File: config.mk
export PLATFORM = sky130hd
export DESIGN_NAME = alpha_over_blend_top
export DESIGN_NICKNAME = d
export VERILOG_FILES = /design/src/design/aob_pkg.sv /design/src/design/alpha_over_blend_top.sv
export SDC_FILE = /design/constraint.sdc
export NUM_CORES = 2
export LEC_CHECK = 0
export BUFFER_PORTS_ARGS = -buffer_cell sky130_fd_sc_hd__buf_2
export CAP_MARGIN = 20
export CORE_ASPECT_RATIO = 1.25
export CORE_MARGIN = 4
export CORE_UTILIZATION = 58
export CTS_CLUSTER_SIZE = 30
export DETAILED_ROUTE_END_ITERATION = 6
export PLACE_DENSITY_LB_ADDON = 0.2
export SLEW_MARGIN = 25
export SYNTH_ARGS = -nofsm -noshare
export SYNTH_HDL_FRONTEND = slang
export SYNTH_SLANG_ARGS = --single-unit
File: constraint.sdc
create_clock -name clk_i -period 5.3 [get_ports clk_i]
set_input_delay 0.53 -clock clk_i [delete_from_list [all_inputs] [get_ports clk_i]]
set_output_delay 0.53 -clock clk_i [all_outputs]
set_load 0.03 [all_outputs]
File: src/design/aob_pkg.sv
// ----------------------------------------------------------------------------
// aob_pkg: shared types and constants for the alpha over blend pipeline
// Widths of the blend datapath, the reciprocal used for the alpha divide by
// 255, and the word carried through the divider stages.
// ----------------------------------------------------------------------------
package aob_pkg;

  localparam int ChanW  = 8;               // unorm8 channel
  localparam int Lanes  = 3;               // red, green, blue
  localparam int ProdW  = 2 * ChanW;       // channel times alpha
  localparam int DenW   = 16;              // D, at most 65025
  localparam int NumW   = 24;              // colour numerator, below 2^24
  localparam int RemW   = NumW + 2;        // 2*num + D
  localparam int DivW   = DenW + 1;        // 2*D
  localparam int QuoW   = ChanW;           // quotient never passes 255

  localparam logic [ChanW-1:0] UnormMax  = 8'd255;
  localparam logic [ChanW-1:0] UnormZero = 8'd0;
  localparam logic [DenW-1:0]  HalfUnorm = 16'd127;

  // floor(y / 255) = (y * RecipMul) >> RecipShift for every y below 66052
  localparam logic [15:0] RecipMul   = 16'd32897;
  localparam int          RecipShift = 23;

  typedef struct packed {
    logic [ChanW-1:0] red;
    logic [ChanW-1:0] green;
    logic [ChanW-1:0] blue;
    logic [ChanW-1:0] alpha;
  } pixel_t;

  // one word in the divider section of the pipeline
  typedef struct packed {
    logic                        valid;
    logic                        pass;    // result is the stored pixel as is
    pixel_t                      pix;
    logic [ChanW-1:0]            alpha;   // blended alpha
    logic [DivW-1:0]             dv;      // 2*D
    logic [Lanes-1:0][RemW-1:0]  rem;
    logic [Lanes-1:0][QuoW-1:0]  quo;
  } div_word_t;

endpackage

File: src/design/alpha_over_blend_top.sv
// ----------------------------------------------------------------------------
// alpha_over_blend_top: straight-alpha Porter-Duff over composite
// Blends a foreground RGBA pixel over a background pixel, unorm8 channels,
// colour channels rounded to nearest with ties up.
// ----------------------------------------------------------------------------
// A pixel pair is taken at every clock edge with start_i high; busy_o stays
// low, so one pixel enters per clock without gaps. The composited pixel shows
// on the out_*_o ports, with valid_o high, for one cycle (throughput 1 per
// clock). The receiver cannot stall the block. The latency is set by three
// multiply and add stages followed by an 8-stage restoring divider, one
// quotient bit per stage, and the output register. Opaque foreground passes
// the foreground through, transparent foreground the background, with the
// same latency.
module alpha_over_blend_top (
  input  logic       clk_i,
  input  logic       rst_ni,
  input  logic       start_i,
  output logic       busy_o,
  input  logic [7:0] fg_red_i,
  input  logic [7:0] fg_green_i,
  input  logic [7:0] fg_blue_i,
  input  logic [7:0] fg_alpha_i,
  input  logic [7:0] bg_red_i,
  input  logic [7:0] bg_green_i,
  input  logic [7:0] bg_blue_i,
  input  logic [7:0] bg_alpha_i,
  output logic       valid_o,
  output logic [7:0] out_red_o,
  output logic [7:0] out_green_o,
  output logic [7:0] out_blue_o,
  output logic [7:0] out_alpha_o
);

  localparam int ChanW = aob_pkg::ChanW;
  localparam int Lanes = aob_pkg::Lanes;
  localparam int ProdW = aob_pkg::ProdW;
  localparam int DenW  = aob_pkg::DenW;
  localparam int NumW  = aob_pkg::NumW;
  localparam int RemW  = aob_pkg::RemW;
  localparam int DivW  = aob_pkg::DivW;
  localparam int QuoW  = aob_pkg::QuoW;

  assign busy_o = 1'b0;

  // --------------------------------------------------------------------------
  // Stage 1: products of channel and alpha, D
  // --------------------------------------------------------------------------
  logic [Lanes-1:0][ChanW-1:0] fg_c, bg_c;
  assign fg_c = {fg_blue_i, fg_green_i, fg_red_i};
  assign bg_c = {bg_blue_i, bg_green_i, bg_red_i};

  logic                        v1_q;
  logic                        pass1_q, pass1_d;
  aob_pkg::pixel_t             pix1_q, pix1_d;
  logic [ChanW-1:0]            inv1_q, inv1_d;
  logic [DenW-1:0]             d1_q, d1_d;
  logic [Lanes-1:0][ProdW-1:0] pf1_q, pf1_d, pb1_q, pb1_d;

  always_comb begin
    inv1_d  = aob_pkg::UnormMax - fg_alpha_i;
    pass1_d = (fg_alpha_i == aob_pkg::UnormMax) || (fg_alpha_i == aob_pkg::UnormZero);
    if (fg_alpha_i == aob_pkg::UnormMax) begin
      pix1_d = '{red: fg_red_i, green: fg_green_i, blue: fg_blue_i, alpha: fg_alpha_i};
    end else begin
      pix1_d = '{red: bg_red_i, green: bg_green_i, blue: bg_blue_i, alpha: bg_alpha_i};
    end
    // D = 255*fa + ba*(255-fa)
    d1_d = ({fg_alpha_i, {ChanW{1'b0}}} - {{(DenW-ChanW){1'b0}}, fg_alpha_i})
         + DenW'(bg_alpha_i * inv1_d);
    for (int c = 0; c < Lanes; c++) begin
      pf1_d[c] = ProdW'(fg_c[c] * fg_alpha_i);
      pb1_d[c] = ProdW'(bg_c[c] * bg_alpha_i);
    end
  end

  always_ff @(posedge clk_i or negedge rst_ni) begin
    if (!rst_ni) begin
      v1_q <= 1'b0;
    end else begin
      v1_q <= start_i;
    end
  end

  always_ff @(posedge clk_i) begin
    pass1_q <= pass1_d;
    pix1_q  <= pix1_d;
    inv1_q  <= inv1_d;
    d1_q    <= d1_d;
    pf1_q   <= pf1_d;
    pb1_q   <= pb1_d;
  end

  // --------------------------------------------------------------------------
  // Stage 2: numerator terms, blended alpha
  // --------------------------------------------------------------------------
  logic                       v2_q;
  logic                       pass2_q;
  aob_pkg::pixel_t            pix2_q;
  logic [DenW-1:0]            d2_q;
  logic [ChanW-1:0]           alpha2_q, alpha2_d;
  logic [Lanes-1:0][NumW-1:0] numf2_q, numf2_d, numb2_q, numb2_d;
  logic [DenW-1:0]            a_round;
  logic [31:0]                a_prod;

  always_comb begin
    a_round  = d1_q + aob_pkg::HalfUnorm;
    a_prod   = a_round * aob_pkg::RecipMul;
    alpha2_d = a_prod[aob_pkg::RecipShift +: ChanW];
    for (int c = 0; c < Lanes; c++) begin
      // times 255 as a shift and subtract
      numf2_d[c] = {pf1_q[c], {ChanW{1'b0}}} - {{(NumW-ProdW){1'b0}}, pf1_q[c]};
      numb2_d[c] = NumW'(pb1_q[c] * inv1_q);
    end
  end

  always_ff @(posedge clk_i or negedge rst_ni) begin
    if (!rst_ni) begin
      v2_q <= 1'b0;
    end else begin
      v2_q <= v1_q;
    end
  end

  always_ff @(posedge clk_i) begin
    pass2_q  <= pass1_q;
    pix2_q   <= pix1_q;
    d2_q     <= d1_q;
    alpha2_q <= alpha2_d;
    numf2_q  <= numf2_d;
    numb2_q  <= numb2_d;
  end

  // --------------------------------------------------------------------------
  // Stage 3 and divider: round(num / D) = floor((2*num + D) / (2*D))
  // --------------------------------------------------------------------------
  aob_pkg::div_word_t div_q [QuoW+1];
  aob_pkg::div_word_t div_d [QuoW+1];

  always_comb begin
    div_d[0].valid = v2_q;
    div_d[0].pass  = pass2_q;
    div_d[0].pix   = pix2_q;
    div_d[0].alpha = alpha2_q;
    div_d[0].dv    = {d2_q, 1'b0};
    div_d[0].quo   = '0;
    for (int c = 0; c < Lanes; c++) begin
      div_d[0].rem[c] = {numf2_q[c] + numb2_q[c], 1'b0}
                      + {{(RemW-DenW){1'b0}}, d2_q};
    end
  end

  for (genvar j = 0; j < QuoW; j++) begin : g_div
    localparam int Sh = QuoW - 1 - j;
    logic [RemW-1:0] sub;
    assign sub = {{(RemW-DivW){1'b0}}, div_q[j].dv} << Sh;

    always_comb begin
      div_d[j+1] = div_q[j];
      for (int c = 0; c < Lanes; c++) begin
        if (div_q[j].rem[c] >= sub) begin
          div_d[j+1].rem[c] = div_q[j].rem[c] - sub;
          div_d[j+1].quo[c] = {div_q[j].quo[c][QuoW-2:0], 1'b1};
        end else begin
          div_d[j+1].quo[c] = {div_q[j].quo[c][QuoW-2:0], 1'b0};
        end
      end
    end
  end

  for (genvar j = 0; j <= QuoW; j++) begin : g_div_reg
    always_ff @(posedge clk_i or negedge rst_ni) begin
      if (!rst_ni) begin
        div_q[j] <= '0;
      end else begin
        div_q[j] <= div_d[j];
      end
    end
  end

  // --------------------------------------------------------------------------
  // Output register: pick pass-through or blended word
  // --------------------------------------------------------------------------
  logic            out_v_q;
  aob_pkg::pixel_t out_q, out_d;

  always_comb begin
    if (div_q[QuoW].pass) begin
      out_d = div_q[QuoW].pix;
    end else begin
      out_d = '{red:   div_q[QuoW].quo[0],
                green: div_q[QuoW].quo[1],
                blue:  div_q[QuoW].quo[2],
                alpha: div_q[QuoW].alpha};
    end
  end

  always_ff @(posedge clk_i or negedge rst_ni) begin
    if (!rst_ni) begin
      out_v_q <= 1'b0;
    end else begin
      out_v_q <= div_q[QuoW].valid;
    end
  end

  always_ff @(posedge clk_i) begin
    out_q <= out_d;
  end

  assign valid_o     = out_v_q;
  assign out_red_o   = out_q.red;
  assign out_green_o = out_q.green;
  assign out_blue_o  = out_q.blue;
  assign out_alpha_o = out_q.alpha;

endmodule
==> run summary <==
Outcome: complete, no violations
Number of placed I/O pins: 101
Post-CTS setup repair buffer count: 0
Fill cell total of the finished layout: 12,983
Startpoint type of the worst setup path: flip-flop
Kind of end point of the critical path: flip-flop
Total of buffers placed on input and output ports: 99
Clock tree from TritonCTS: built
Max FO, Critical Path: 15
Final #Nets: 11,058
Seq. cell area: 38,200 um^2
Minimum hold slack: 0.117 ns
Final period util: 0.961
Post-synthesis sequential element count: 1,603
Worst reg2reg setup slack: 0.21 ns
Clock period minus final worst setup slack: 5.09 ns
CTS H-tree lvls: 4
Maximum Capacitance Violations: 0
Clk Latency, worst-skew pair: 0.84 ns
Post-route setup TNS: 0 ns
Num Clock Sinks: 1,603
Timing-limited maximum frequency: 196 MHz
Most common cell in the synthesized netlist: sky130_fd_sc_hd__dfrtp_1
Critical register-to-register path endpoint: numb2_q[23]
Avg WL per Cell: 22.0 um
Area of the core: 164,000 um^2
Global-route wire length before repair: 402,000 um
Hold Path Origin: fg_alpha_i[0]
Number of remaining DRC errors: 0
Total number of vias: 66,899
Routability Congestion: 0.962
Drt initial violations: 4,008
Post-synth EDFFs: 0
Largest net degree at the start of global routing: 144
Path class of the lowest-slack min-delay path: primary input to flip-flop
Endpoint required time on the critical path: 5.96 ns
Number of core rows: 166
Endpoints failing hold: 0
Antenna-violating nets left: 0
Start point of the critical path: inv1_q[3]
Die Ht: 463 um
Worst r2r src: inv1_q[3]
Skew final: 0.0694 ns
Final design utilization: 0.644
Starting utilization of the core area: 0.585
Dominant cells by area after synthesis: sky130_fd_sc_hd__dfrtp_1, sky130_fd_sc_hd__ha_1, sky130_fd_sc_hd__fa_1, sky130_fd_sc_hd__dfxtp_1, sky130_fd_sc_hd__xnor2_1
Layout area overhead: 10.0%
Hold worst-path end: inv1_q[0]
Drt total wl: 259,000 um
Final-report max-slew violation count: 0
Async S/R FF share, synth: 0.759
Area used by multi-input combinational logic: 53,400 um^2
Cells on worst reg2reg path: 18
Fraction of final layout cells with drive strength greater than 1: 0.0753
First-pass iteration count of the detailed router: 6
Hold path depth: 3
Maximum buffer depth of the clock tree: 3
Most used flip-flop cell after synthesis: sky130_fd_sc_hd__dfrtp_1
Detail Placement HPWL: 206,000 um
Setup violations, final: 0
Critical path class: flip-flop to flip-flop
Clock buffer count from CTS: 157
Setup repair after global routing missed its margin: true
Gate Count Post-Synth: 9,234
Warning count from the yosys run: 0
Synth top area share: 0.317
Initial antenna violation count: 21
Cell area after layout: 106,000 um^2
Register area share after synthesis: 0.398
Mean post-synth cell area: 10.4 um^2
Tightest Pin Transition: 1.05 ns
Post-synthesis cell type with the largest combined area: sky130_fd_sc_hd__dfrtp_1
Post-place instance area: 99,900 um^2
Most frequent cells after synthesis: sky130_fd_sc_hd__dfrtp_1, sky130_fd_sc_hd__inv_1, sky130_fd_sc_hd__ha_1
Die Span X: 372 um
Root buf cell: sky130_fd_sc_hd__clkbuf_16
Register clock-pin slew on the reported worst setup and hold paths: 0.07 ns
Summed instance area of the synthesized netlist: 96,000 um^2
Library cells used by synthesis: 103
Die area: 172,000 um^2
Worst endpoint data arrival time: 5.75 ns
Post-DR vias/cell: 5.67
Gr usage total: 0.306
Relative max-transition margin: 0.292
Remaining global-route overflow: 0
Via count of the first global-routing pass: 70,947
-- final cells by class --
class	instances	share of cell area
multi-input cells	6424	0.505
flip-flops and latches	1603	0.361
clock buffers	223	0.0430
inverters	1025	0.0364
well taps	2184	0.0259
repair buffers	254	0.0171
clock inverters	70	0.0107
diodes	14	0.000332
-- worst max-delay path by stage --
stage / endpoint / slack [ns] / depth (start not counted)
floorplan: d1_q[14] / 0.07 / 19
global placement: d1_q[14] / -0.16 / 19
detailed placement: d1_q[14] / -0.13 / 19
CTS: numb2_q[23] / 0.05 / 18
global route: numb2_q[46] / -0.008 / 22
finish: numb2_q[23] / 0.21 / 18
-- layout by cell type (no fill, tap or decap), types with 38 or more instances in the layout --
master	netlist	final
sky130_fd_sc_hd__nor4_1	57	54
sky130_fd_sc_hd__a21oi_1	482	482
sky130_fd_sc_hd__nor3_1	144	144
sky130_fd_sc_hd__o21a_1	66	66
sky130_fd_sc_hd__and3_1	38	38
sky130_fd_sc_hd__o21bai_1	45	45
sky130_fd_sc_hd__nand3_1	112	111
sky130_fd_sc_hd__nand4_1	68	68
sky130_fd_sc_hd__buf_4	2	141
sky130_fd_sc_hd__nand2_1	711	711
sky130_fd_sc_hd__xnor2_1	442	442
sky130_fd_sc_hd__nor2_1	427	427
sky130_fd_sc_hd__nand2b_1	76	76
sky130_fd_sc_hd__clkbuf_16	0	157
sky130_fd_sc_hd__xor2_1	226	226
sky130_fd_sc_hd__buf_2	15	98
sky130_fd_sc_hd__o31ai_1	42	42
sky130_fd_sc_hd__dfxtp_1	386	382
sky130_fd_sc_hd__and2_1	558	558
sky130_fd_sc_hd__a21boi_0	45	45
sky130_fd_sc_hd__or3_1	58	58
sky130_fd_sc_hd__dfrtp_1	1217	1216
sky130_fd_sc_hd__inv_1	1021	1021
sky130_fd_sc_hd__o21ai_0	377	374
sky130_fd_sc_hd__ha_1	983	983
sky130_fd_sc_hd__nor2b_1	140	140
sky130_fd_sc_hd__a21o_1	177	177
sky130_fd_sc_hd__mux2_2	108	108
sky130_fd_sc_hd__a211oi_1	38	38
sky130_fd_sc_hd__fa_1	543	543
-- timing repair --
action	4_1_cts	5_1_grt
setup endpoints to repair	3	8
pin swaps	0	2
hold buffers	2	0
hold endpoints to repair	124	0
gates resized for setup	2	13
-- per-stage QoR --
stage          std cells  worst slack [ns]
2_1_floorplan       9235            0.0691
3_3_place_gp       11488            -0.155
3_5_place_dp       11488            -0.131
4_1_cts            11783            0.0536
5_1_grt            11790          -0.00841
6_report           11797             0.209
-- critical path: stages, from the launching register on --
cell                        delay, ns
sky130_fd_sc_hd__dfxtp_1         0.40
sky130_fd_sc_hd__buf_4           0.24
sky130_fd_sc_hd__and2_1          0.17
sky130_fd_sc_hd__fa_1            0.45
sky130_fd_sc_hd__fa_1            0.51
sky130_fd_sc_hd__fa_1            0.50
sky130_fd_sc_hd__inv_1           0.06
sky130_fd_sc_hd__fa_1            0.49
sky130_fd_sc_hd__inv_1           0.04
sky130_fd_sc_hd__ha_1            0.20
sky130_fd_sc_hd__or3_1           0.40
sky130_fd_sc_hd__o211ai_1        0.27
sky130_fd_sc_hd__a21oi_1         0.16
sky130_fd_sc_hd__nor4_2          0.21
sky130_fd_sc_hd__nor4_1          0.11
sky130_fd_sc_hd__a2111oi_1       0.36
sky130_fd_sc_hd__buf_4           0.19
sky130_fd_sc_hd__a21oi_1         0.07
sky130_fd_sc_hd__xnor2_1         0.13
-- registers in the layout, indices dropped and copies added (netlist names), 16 cells and up --
register	cells
d1_q	16
d2_q	16
div_d	488
div_q	758
numb2_q	72
numf2_q	72
pb1_q	48
pf1_q	48
pix1_q	32
-- cell families after synthesis --
family	count (synthesis)	share of synthesized area
AOI/OAI and AO/OA	1555	0.102
DFF	1603	0.398
buffers and inverters	1208	0.0476
other	1	0.0000390
and+or+nand+nor	2543	0.136
xor gates and xnor gates	668	0.0609
muxes	130	0.0151
adders and majority gates	1526	0.241
-- routing by layer --
metal / global-route usage / routed length (um) / up-vias
met5: 0 / 74 / -
met4: 0.255 / 27000 / 12
met3: 0.0480 / 10700 / 778
met2: 0.539 / 131000 / 1688
met1: 0.318 / 90400 / 33171
li1: - / - / 31250
Power is not shown: default switching activity piles up to over one toggle a cycle in this logic, so the estimate is an artifact.
